## config.mk

```make
export PLATFORM = sky130hd
export DESIGN_NAME = rational_arithmetic_unit_flat
export DESIGN_NICKNAME = d
export VERILOG_FILES = /design/src/rau_pkg.sv /design/src/rau_if.sv /design/src/rational_arithmetic_unit.sv /design/src/rau_mul.sv /design/src/rau_div.sv /design/src/flat_wrapper.sv
export SDC_FILE = /design/constraint.sdc
export NUM_CORES = 2
export LEC_CHECK = 0
export ABC_AREA = 0
export ABC_CLOCK_PERIOD_IN_PS = 13200
export BUFFER_PORTS_ARGS = -buffer_cell sky130_fd_sc_hd__buf_2
export CORE_ASPECT_RATIO = 1.4
export CORE_UTILIZATION = 28
export DETAILED_ROUTE_END_ITERATION = 10
export PLACE_DENSITY_LB_ADDON = 0.05
export SETUP_SLACK_MARGIN = 0.1
export SLEW_MARGIN = 30
export SYNTH_ARGS = -nofsm -noshare
export SYNTH_HDL_FRONTEND = slang
export SYNTH_SLANG_ARGS = --single-unit
```

## constraint.sdc

```tcl
create_clock -name clock -period 13.2 [get_ports clock]
set_clock_uncertainty 0.05 [all_clocks]
set_input_delay 0.66 -clock clock [delete_from_list [all_inputs] [get_ports clock]]
set_output_delay 0.66 -clock clock [all_outputs]
set_load 0.1 [all_outputs]
```

## src/rau_pkg.sv

```systemverilog
// shared types and constants for the rational arithmetic unit
`default_nettype none
package rau_pkg;
   localparam int VALUE_WIDTH_DEFAULT = 32;

   localparam logic [2:0] OP_SET = 3'd0;
   localparam logic [2:0] OP_ADD = 3'd1;
   localparam logic [2:0] OP_SUB = 3'd2;
   localparam logic [2:0] OP_MUL = 3'd3;
   localparam logic [2:0] OP_DIV = 3'd4;

   typedef struct packed {
      logic [2:0]  operation;
      logic [31:0] operand_numerator;
      logic [31:0] operand_denominator;
   } req_type;

   typedef struct packed {
      logic [31:0] result_numerator;
      logic [30:0] result_denominator;
      logic        overflow;
   } rsp_type;
endpackage
`default_nettype wire

```

## src/rau_if.sv

```systemverilog
// valid/ready channel interfaces for request and response beats
`default_nettype none
interface rau_req_if;
   logic              valid;
   logic              ready;
   rau_pkg::req_type  data;
   modport source (output valid, output data, input ready);
   modport sink   (input valid, input data, output ready);
endinterface

interface rau_rsp_if;
   logic              valid;
   logic              ready;
   rau_pkg::rsp_type  data;
   modport source (output valid, output data, input ready);
   modport sink   (input valid, input data, output ready);
endinterface
`default_nettype wire

```

## src/rational_arithmetic_unit.sv

```systemverilog
// Accumulating rational arithmetic unit (top level).
// Request channel req_ carries an operation (set, add, subtract, multiply,
// divide) and an operand fraction; the response channel rsp_ returns the
// reduced accumulator fraction and an overflow flag, one beat per request.
// The accumulator is combined with the operand by cross-multiplication on
// one shared multiplier (three products), then normalized: a zero term
// gives 0/1, otherwise the gcd is found by Euclid's algorithm on a single
// 64-bit restoring divider, and both terms are divided by it on the same
// divider; Euclid needs at most about 92 remainder steps for 64-bit terms.
// A zero term or an unused operation skips the divider. One request is
// worked at a time; req_ready is low meanwhile.
// A finished response waits in the output register while rsp_ready is low,
// and the next request is taken only after it is delivered.
// Reset (synchronous, active high) sets the accumulator to 0/1 and idles.
`default_nettype none
module rational_arithmetic_unit #(
   parameter int VALUE_WIDTH = rau_pkg::VALUE_WIDTH_DEFAULT
) (
   input wire logic clock,
   input wire logic reset,
   rau_req_if.sink  req,
   rau_rsp_if.source rsp
);
   import rau_pkg::*;
   localparam int VW = VALUE_WIDTH;
   localparam logic [63:0] VHALF = 64'd1 << (VW - 1);

   localparam logic [3:0] S_IDLE = 4'd0, S_M0 = 4'd1, S_M1 = 4'd2, S_M2 = 4'd3,
      S_M3 = 4'd4, S_M4 = 4'd5, S_COMB = 4'd6, S_GCD = 4'd7, S_GW = 4'd8,
      S_DN = 4'd9, S_DNW = 4'd10, S_DD = 4'd11, S_DDW = 4'd12, S_FIN = 4'd13,
      S_OUT = 4'd14;

   logic [3:0]  st_ff;
   logic [VW-1:0] accn_ff, accd_ff;
   logic [2:0]  op_ff;
   logic        on_neg_ff, od_neg_ff, an_neg_ff, ad_neg_ff;
   logic [31:0] on_mag_ff, od_mag_ff, an_mag_ff, ad_mag_ff;
   logic [63:0] p0_ff, p1_ff, p2_ff;   // products
   logic [63:0] mn_ff, md_ff, ga_ff, gb_ff;
   logic        neg_ff;
   rsp_type     out_ff;

   // sign/magnitude decode of a VW-bit field
   function automatic logic [32:0] dec(input logic [31:0] raw);
      logic [VW-1:0] v;
      logic [31:0]   m;
      v = raw[VW-1:0];
      m = v[VW-1] ? 32'(~v + VW'(1)) : 32'(v);
      if (v[VW-1] && m == 32'd0) m = 32'(VHALF);
      return {v[VW-1], m};
   endfunction

   // shared multiplier operand select
   logic [31:0] ma, mb;
   logic [63:0] prod;
   always_comb begin
      ma = an_mag_ff; mb = od_mag_ff;
      case (st_ff)
         S_M0: begin ma = an_mag_ff; mb = (op_ff == OP_MUL) ? on_mag_ff : od_mag_ff; end
         S_M1: begin ma = on_mag_ff; mb = ad_mag_ff; end
         S_M2: begin ma = ad_mag_ff; mb = (op_ff == OP_DIV) ? on_mag_ff : od_mag_ff; end
         default: begin ma = an_mag_ff; mb = od_mag_ff; end
      endcase
   end
   rau_mul #(.W(32)) u_mul (.clock(clock), .a(ma), .b(mb), .p(prod));

   // shared divider
   logic        dstart, ddone;
   logic [63:0] ddvd, ddvs, dq, dr;
   always_comb begin
      dstart = (st_ff == S_GCD) || (st_ff == S_DN) || (st_ff == S_DD);
      ddvd = ga_ff; ddvs = gb_ff;
      if (st_ff == S_DN) begin ddvd = mn_ff; ddvs = ga_ff; end
      if (st_ff == S_DD) begin ddvd = md_ff; ddvs = ga_ff; end
   end
   rau_div #(.W(64)) u_div (.clock(clock), .reset(reset), .start(dstart),
      .dividend(ddvd), .divisor(ddvs), .done(ddone), .quotient(dq), .remainder(dr));

   // signed combine of the two cross products for add and subtract
   logic        t_neg, a_neg, sum_neg;
   logic [63:0] sum_mag;
   always_comb begin
      a_neg = an_neg_ff ^ od_neg_ff;
      t_neg = (on_neg_ff ^ ad_neg_ff) ^ (op_ff == OP_SUB);
      if (a_neg == t_neg) begin
         sum_neg = a_neg; sum_mag = p0_ff + p1_ff;
      end else if (p0_ff >= p1_ff) begin
         sum_neg = a_neg; sum_mag = p0_ff - p1_ff;
      end else begin
         sum_neg = t_neg; sum_mag = p1_ff - p0_ff;
      end
   end

   // final wrap and overflow
   logic        ovf;
   logic [VW-1:0] rn;
   logic [VW-2:0] rd;
   always_comb begin
      ovf = (neg_ff ? (mn_ff > VHALF) : (mn_ff >= VHALF)) || (md_ff >= VHALF);
      rn = neg_ff ? VW'(64'd0 - mn_ff) : mn_ff[VW-1:0];
      rd = md_ff[VW-2:0];
      if (rd == '0 || rn == '0) rd = (VW-1)'(1);
   end

   logic [32:0] dn_on, dn_od, dn_an, dn_ad;
   assign dn_on = dec(req.data.operand_numerator);
   assign dn_od = dec(req.data.operand_denominator);
   assign dn_an = dec(32'(accn_ff));
   assign dn_ad = dec(32'(accd_ff));

   // sequencer
   always_ff @(posedge clock) begin
      if (reset) begin
         st_ff <= S_IDLE; accn_ff <= '0; accd_ff <= VW'(1);
      end else begin
         case (st_ff)
            S_IDLE: if (req.valid) begin
               op_ff <= req.data.operation;
               {on_neg_ff, on_mag_ff} <= dn_on;
               {od_neg_ff, od_mag_ff} <= dn_od;
               {an_neg_ff, an_mag_ff} <= dn_an;
               {ad_neg_ff, ad_mag_ff} <= dn_ad;
               st_ff <= S_M0;
            end
            S_M0: st_ff <= S_M1;
            S_M1: begin p0_ff <= prod; st_ff <= S_M2; end
            S_M2: begin p1_ff <= prod; st_ff <= S_M3; end
            S_M3: begin p2_ff <= prod; st_ff <= S_COMB; end
            S_COMB: begin
               // num/den selection per operation
               case (op_ff)
                  OP_SET: begin
                     mn_ff <= {32'd0, on_mag_ff}; md_ff <= {32'd0, od_mag_ff};
                     neg_ff <= on_neg_ff ^ od_neg_ff;
                  end
                  OP_ADD, OP_SUB: begin
                     mn_ff <= sum_mag; md_ff <= p2_ff;
                     neg_ff <= sum_neg ^ ad_neg_ff ^ od_neg_ff;
                  end
                  OP_MUL: begin
                     mn_ff <= p0_ff; md_ff <= p2_ff;
                     neg_ff <= an_neg_ff ^ on_neg_ff ^ ad_neg_ff ^ od_neg_ff;
                  end
                  OP_DIV: begin
                     mn_ff <= p0_ff; md_ff <= p2_ff;
                     neg_ff <= an_neg_ff ^ od_neg_ff ^ ad_neg_ff ^ on_neg_ff;
                  end
                  default: begin
                     mn_ff <= '0; md_ff <= '0; neg_ff <= 1'b0;
                  end
               endcase
               st_ff <= S_M4;
            end
            S_M4: begin
               if (op_ff > OP_DIV) begin
                  out_ff <= '{32'(signed'(accn_ff)), 31'(accd_ff), 1'b0};
                  st_ff <= S_OUT;
               end else if (mn_ff == '0 || md_ff == '0) begin
                  accn_ff <= '0; accd_ff <= VW'(1);
                  out_ff <= '{32'd0, 31'd1, 1'b0};
                  st_ff <= S_OUT;
               end else begin
                  ga_ff <= mn_ff; gb_ff <= md_ff; st_ff <= S_GCD;
               end
            end
            S_GCD: st_ff <= S_GW;
            S_GW: if (ddone) begin
               ga_ff <= gb_ff; gb_ff <= dr;
               st_ff <= (dr == '0) ? S_DN : S_GCD;
            end
            S_DN: st_ff <= S_DNW;
            S_DNW: if (ddone) begin mn_ff <= dq; st_ff <= S_DD; end
            S_DD: st_ff <= S_DDW;
            S_DDW: if (ddone) begin md_ff <= dq; st_ff <= S_FIN; end
            S_FIN: begin
               accn_ff <= rn; accd_ff <= {1'b0, rd};
               out_ff <= '{32'(signed'(rn)), 31'(rd), ovf};
               st_ff <= S_OUT;
            end
            S_OUT: if (rsp.ready) st_ff <= S_IDLE;
            default: st_ff <= S_IDLE;
         endcase
      end
   end

   assign req.ready = (st_ff == S_IDLE);
   assign rsp.valid = (st_ff == S_OUT);
   assign rsp.data  = out_ff;

   // response only while no request is taken
   a_excl: assert property (@(posedge clock) disable iff (reset)
      !(rsp.valid && req.ready)) else $error("ready while response pending");
   // stored denominator never zero
   a_den: assert property (@(posedge clock) disable iff (reset)
      accd_ff != '0) else $error("zero denominator stored");
   // output denominator nonzero
   a_rsp: assert property (@(posedge clock) disable iff (reset)
      rsp.valid |-> rsp.data.result_denominator != 31'd0) else $error("bad rsp");
endmodule
`default_nettype wire

```

## src/rau_mul.sv

```systemverilog
// 32x32 unsigned multiplier with registered product, shared by the sequencer
`default_nettype none
module rau_mul #(
   parameter int W = 32
) (
   input  wire logic           clock,
   input  wire logic [W-1:0]   a,
   input  wire logic [W-1:0]   b,
   output logic [2*W-1:0]      p
);
   logic [2*W-1:0] p_ff;
   // registered product
   always_ff @(posedge clock) begin
      p_ff <= {{W{1'b0}}, a} * {{W{1'b0}}, b};
   end
   assign p = p_ff;
endmodule
`default_nettype wire

```

## src/rau_div.sv

```systemverilog
// restoring divider, one quotient bit per cycle
`default_nettype none
module rau_div #(
   parameter int W = 64
) (
   input  wire logic         clock,
   input  wire logic         reset,
   input  wire logic         start,
   input  wire logic [W-1:0] dividend,
   input  wire logic [W-1:0] divisor,
   output logic              done,
   output logic [W-1:0]      quotient,
   output logic [W-1:0]      remainder
);
   localparam int CW = $clog2(W + 1);
   logic [W-1:0]  q_ff, q_in, r_ff, r_in, d_ff;
   logic [CW-1:0] cnt_ff, cnt_in;
   logic          busy_ff, busy_in, done_ff, done_in;
   logic [W:0]    trial;

   // one shift-subtract step
   always_comb begin
      q_in = q_ff; r_in = r_ff; cnt_in = cnt_ff; busy_in = busy_ff; done_in = 1'b0;
      trial = {r_ff, q_ff[W-1]} - {1'b0, d_ff};
      if (start) begin
         q_in = dividend; r_in = '0; cnt_in = CW'(W); busy_in = 1'b1;
      end else if (busy_ff) begin
         if (!trial[W]) begin
            r_in = trial[W-1:0];
            q_in = {q_ff[W-2:0], 1'b1};
         end else begin
            r_in = {r_ff[W-2:0], q_ff[W-1]};
            q_in = {q_ff[W-2:0], 1'b0};
         end
         cnt_in = cnt_ff - CW'(1);
         if (cnt_ff == CW'(1)) begin
            busy_in = 1'b0; done_in = 1'b1;
         end
      end
   end

   always_ff @(posedge clock) begin
      if (start) d_ff <= divisor;
      q_ff <= q_in; r_ff <= r_in; cnt_ff <= cnt_in;
      if (reset) begin
         busy_ff <= 1'b0; done_ff <= 1'b0;
      end else begin
         busy_ff <= busy_in; done_ff <= done_in;
      end
   end
   assign done = done_ff;
   assign quotient = q_ff;
   assign remainder = r_ff;
endmodule
`default_nettype wire
```

## src/flat_wrapper.sv

```systemverilog
// flat-port wrapper written by rule: the top's interface ports become plain ports
module rational_arithmetic_unit_flat import rau_pkg::*;
#(
   parameter int VALUE_WIDTH = rau_pkg::VALUE_WIDTH_DEFAULT
)
  (clock, reset, req_valid, req_data, req_ready, rsp_valid, rsp_data, rsp_ready);
  rau_req_if req_i ();
  rau_rsp_if rsp_i ();
  input wire logic clock;
  input wire logic reset;
  input wire logic [$bits(req_i.valid)-1:0] req_valid;
  input wire logic [$bits(req_i.data)-1:0] req_data;
  output wire logic [$bits(req_i.ready)-1:0] req_ready;
  output wire logic [$bits(rsp_i.valid)-1:0] rsp_valid;
  output wire logic [$bits(rsp_i.data)-1:0] rsp_data;
  input wire logic [$bits(rsp_i.ready)-1:0] rsp_ready;
  assign req_i.valid = req_valid;
  assign req_i.data = req_data;
  assign req_ready = req_i.ready;
  assign rsp_valid = rsp_i.valid;
  assign rsp_data = rsp_i.data;
  assign rsp_i.ready = rsp_ready;
  rational_arithmetic_unit #(.VALUE_WIDTH(VALUE_WIDTH)) u_core (.clock(clock), .reset(reset), .req(req_i), .rsp(rsp_i));
endmodule
```

# Word level (Yosys, flattened, before mapping)

Index checks and enable logic that the tools add are counted.

Word-level logic and storage cells: 191
Bits in read-only memories: 0
Bits in latches: 0
Output and inout bits: 66
Flip-flop bits (word level): 981
RAM bits: 0
Memories: 0

Muxes and demuxes: 59
Divide/modulo/power cells: 0
$mul: 1
Shifts and indexed selects: 0
Equality and inequality tests: 29
Bitwise gates (word level): 17
$add $sub $neg: 10
$lt $le $gt $ge: 5
Reductions and logical operators: 40

Operators with widths:

| cell                    | number |
|---|---|
| $mux W64                | 18 |
| $pmux W64 S2            | 6 |
| $mux W32                | 11 |
| $logic_not A64 Y1       | 3 |
| $pmux W32 S2            | 3 |
| $pmux W64 S3            | 1 |
| $logic_not A32 Y1       | 5 |
| $add A32 B1 Y32 const B | 4 |
| $ge A64 B32 Y1 const B  | 2 |
| $not A32 Y32            | 4 |
| $sub A64 B64 Y64        | 2 |
| $pmux W32 S3            | 1 |
| $sub A65 B64 Y65        | 1 |
| $add A64 B64 Y64        | 1 |
| $ge A64 B64 Y1          | 1 |
| $gt A64 B32 Y1 const B  | 1 |
| $mul A32 B32 Y64        | 1 |
| $pmux W4 S15            | 1 |
| $mux W4                 | 8 |
| $sub A1 B32 Y32 const A | 1 |
| $logic_not A31 Y1       | 1 |
| $mux W31                | 1 |
| $eq A4 B4 Y1 const B    | 7 |
| $eq A4 B3 Y1 const B    | 4 |
| other kinds (27)        | 73 |

# Logic depth before layout (Yosys ltp)

Word-level depth: 7
Mapped depth: 40
Gate-level depth less buffers: 36

# Cells and area by module

Synthesis repeated with hierarchy kept, for this count alone.

Cells, all modules: 9798
Area, all modules: 91496.5 µm²

Modules (own cells, without submodules):

| module                   | area an instance (µm²) | times used | cells an instance | seq. area each (µm²) |
|---|---|---|---|---|
| rational_arithmetic_unit | 45043.2                | 1          | 4855              | 20739.9 |
| rau_mul                  | 34609.4                | 1          | 3764              | 1281.2 |
| rau_div                  | 11843.9                | 1          | 1179              | 5305.1 |

# Worst setup path after synthesis

Ideal clock, no wire load.

Path kind: input port to flip-flop
Start: input reset
End: register u_core.ad_mag_ff[0], enable pin
Library setup time: 816 ps
Required time: 12334 ps
Buffers on the path: 1
Data arrival time: 10535 ps
Stages on the path: 2
Path slack: 1799 ps
Path through: clkbuf_1 -> nor3b_1

Cells in the longest elaborated chain, start to end: 2

Ends and longest elaborated chain:

| what                               | RTL line                        | source |
|---|---|---|
| start: declaration                 | flat_wrapper.sv:10              | `input wire logic reset;` |
| $not A1 Y1 (no source line)        | -                               |  |
| $reduce_and A3 Y1 (no source line) | -                               |  |
| end signal: assignment             | rational_arithmetic_unit.sv:122 | `{ad_neg_ff, ad_mag_ff} <= dn_ad;` |
| end: declaration                   | rational_arithmetic_unit.sv:37  | `logic [31:0] on_mag_ff, od_mag_ff, an_mag_ff, ad_mag_ff;` |

Every way passes these cells.
A chain may end at the register's enable or synchronous reset.

# Worst setup path after layout

Start: register u_core.op_ff[0]
End: register u_core.u_mul.p_ff[60] (netlist: u_core.u_mul.p[60])

Cells in the longest elaborated chain, start to end: 4
Elaborated cells between the ends (all ways): 6
Those cells by class: 1 x mul; 2 x eq/ne; 3 x mux

Ends and longest elaborated chain:

| what                                         | RTL line                                                       | source |
|---|---|---|
| start: declaration                           | rational_arithmetic_unit.sv:35                                 | `logic [2:0] op_ff;` |
| start signal: assignment                     | rational_arithmetic_unit.sv:118                                | `op_ff <= req.data.operation;` |
| $eq A3 B3 Y1 or $eq A3 B2 Y1 (tied branches) | rational_arithmetic_unit.sv:61, rational_arithmetic_unit.sv:59 |  |
| $mux W32, on equally long branches           | rational_arithmetic_unit.sv:61, rational_arithmetic_unit.sv:59 |  |
| $pmux W32 S3 (*)                             | rational_arithmetic_unit.sv:58                                 | `case (st_ff)` |
| $mul A32 B32 Y64 (*)                         | rau_mul.sv:14                                                  | `p_ff <= {{W{1'b0}}, a} * {{W{1'b0}}, b};` |
| end signal: assignment                       | rau_mul.sv:14                                                  |  |
| end: declaration                             | rau_mul.sv:11                                                  | `logic [2*W-1:0] p_ff;` |

Mark *: on every way between the ends. The rest lies on a longest branch, timed or not.

==> metrics.yaml <==
yosys:
  postSynthAreaPerCell_um2: 9.34
  yosysWarnings: 0
  yosys-top-cells-area: "edfxtp_1 26%, fa_1 20%, ha_1 7.4%, inv_1 4.9%, nor2_1 4.7%"
  synth_edf_count: 774
  netlist_area_mm2: 0.0894
  synthCells: 9570
  async_reset_ff_frac: 0
  synth_seq_cells: 978
  ys_seq_area_frac: 0.306
  ys_types: 86
  yosys.area.top_type: "edfxtp_1"
  synth_top_cell_area_share: 0.260
  syn-num-nets: 11100
  synth_ff_type: "edfxtp_1"
routing:
  viasPerCell: 5.11
  drc: 0
  antenna_left: 0
  drt-initial-drc-count: 4881
  route.vias.total: 70600
  dr.pass1.iters: 5
  wl_per_cell_um: 29.4
  drt_wl_total_mm: 406
placement:
  pre_cts_slack_ns: 1.47
  port_buffers: 136
  dp_hpwl_mm: 334
  dp.cells: 13600
  gp_congestion: 0.915
layout:
  final_common_cell: "inv_1"
  layout-drive-gt1-share: 0.0893
  regArea_mm2: 0.0273
  fin_cells: 13800
  multi_input_area_mm2: 0.0560
  fin_util: 0.312
  fin_nets: 11000
  final_cell_mix: "1172 x inv_1, 1120 x nor2_1, 1039 x nand2_1, 900 x fa_1, 774 x edfxtp_1"
  synthToLayoutAreaGrowth_pct: 10.9
  fillers: 33300
clock_network:
  clock_path_buffers: 3
  ctsResizeCount: 0
  clock-root-buffer: "clkbuf_16"
  clk_latency_ns: 0.83
  cts_buffers: 112
  cts_hold_buf: 0
  cts_setup_buffers: 0
  clkTransAtPathRegs_ns: 0.06
  cts-htree-levels: 3
  tritoncts: "yes"
  cts.sinks: 978
worst_setup_path:
  worst_setup_path_end_kind: "flip-flop"
  slowest_stage: "o31ai_1"
  cp_common_cell: "fa_1"
  worstSetupPathType: "reg -> reg"
  path_max_fanout: 16
  cp.arrival_ns: 12.45
  crit_required_ns: 13.87
  start_kind: "flip-flop"
  slowest_delay_ns: 0.91
global_routing:
  grt_pass1_wl_mm: 572
  grt_pass1_vias: 74300
  track_usage: 0.250
  overflow: 0
  grt_max_degree: 131
  grt_antenna_before_repair: 24
timing:
  rsz0062_at_grt: "false"
  period_needed_ns: 11.78
  setup_violations: 0
  worst_slack_ns: 1.42
  hold_viol: 0
  slew_headroom: 0.271
  worst_pin_slew_ns: 1.09
  min_period_over_period: 0.893
  report.final.slew_viol_count: 0
  fmaxAchievable_ghz: 0.0849
  finalSetupTns_ns: 0
die:
  dieArea_mm2: 0.321
  die_w_um: 479
  initial_core_util: 0.281
  num_rows: 245
  fp.coreArea_mm2: 0.318
  fp.dieH_um: 670
  pin_count: 137
status:
  outcome: "finished clean"
hold_path:
  hold_class: "in -> reg"
job:
  drv_cap: 0
registers in the layout, indices dropped and copies added (netlist names), 31 cells and up:
name	count
u_core.ga_ff	64
u_core.gb_ff	64
u_core.md_ff	64
u_core.mn_ff	64
u_core.p0_ff	64
u_core.p1_ff	64
u_core.p2_ff	64
u_core.rsp.data	64
u_core.u_div.d_ff	64
u_core.u_div.quotient	64
u_core.u_div.remainder	64
u_core.u_mul.p	64
u_core.accn_ff	32
u_core.an_mag_ff	32
u_core.od_mag_ff	32
u_core.on_mag_ff	32
u_core.accd_ff	31
u_core.ad_mag_ff	31
synth_stat cells (all sizes together) (30+ instances only):
library cell and number:
a211oi 36, a21o 192, a21oi 653, a221oi 50
a22o 47, a22oi 56, a31oi 41, and2 49
and3 30, buf 37, clkbuf 488, dfxtp 204
edfxtp 774, fa 900, ha 526, inv 1173
mux2 199, mux2i 151, nand2 1056, nand2b 52
nand3 90, nand4 76, nor2 1125, nor2b 44
nor3 97, nor4 85, o211ai 37, o21ai 450
o21bai 95, o22ai 30, o31ai 59, or3 46
or4 33, xnor2 210, xor2 107
kinds of logic (layout without fill, tap and decap cells):
kind of cell	count (synthesis)	after routing	synth area share
XOR/XNOR	317	317	0.0311
flip-flops	978	978	0.306
other	0	13	0
buffers and inverters	1701	1736	0.0718
adder cells (fa/ha/maj)	1426	1426	0.275
AO/OA/AOI/OAI	1948	1948	0.137
multiplexers	350	350	0.0420
AND/OR/NAND/NOR	2850	2850	0.138
critical path: cells and delay by family (launching register included):
family,cells,cell delay (ns)
xor+xnor,1,0.17
compound gates,7,2.44
flops,1,0.54
buf+inv,4,0.67
simple gates,10,3.17
fa+ha+maj,9,4.62
cell type report:
cell class	count	share of cell area
flip-flops and latches	978	0.276
multi-input cells	6891	0.565
diodes	13	0.000328
well taps	4199	0.0530
clock inverters	71	0.00742
inverters	1176	0.0445
clock buffers	143	0.0307
repair buffers	346	0.0232
metrics by stage:
step / instance area [um2] / hold WS (ns)
finish: 99100 / 0.133
CTS: 99100 / 0.0638
global route: 99100 / 0.125
floorplan: 89400 / 0.358
global placement: 95200 / 0.386
detailed placement: 95300 / 0.389
routing by layer:
metal / part of all wire / GRT usage
met5: 0.000067 / 0
met4: 0.041 / 0.0904
met3: 0.030 / 0.0184
met2: 0.50 / 0.443
met1: 0.43 / 0.315
worst paths after layout:
kind | from | to | slack, ns | cells past startpoint
max reg2reg | u_core.op_ff[0] | u_core.u_mul.p[60] | 1.42 | 31
min | req_data[45] | u_core.on_mag_ff[13] | 0.13 | 2
max | u_core.op_ff[0] | u_core.u_mul.p[60] | 1.42 | 31
min reg2reg | u_core.accd_ff[22] | u_core.ad_mag_ff[22] | 0.41 | 0
Power is left out: the tool's default activity adds up to more than one toggle a clock period on the data nets, which glitch-free logic cannot reach.
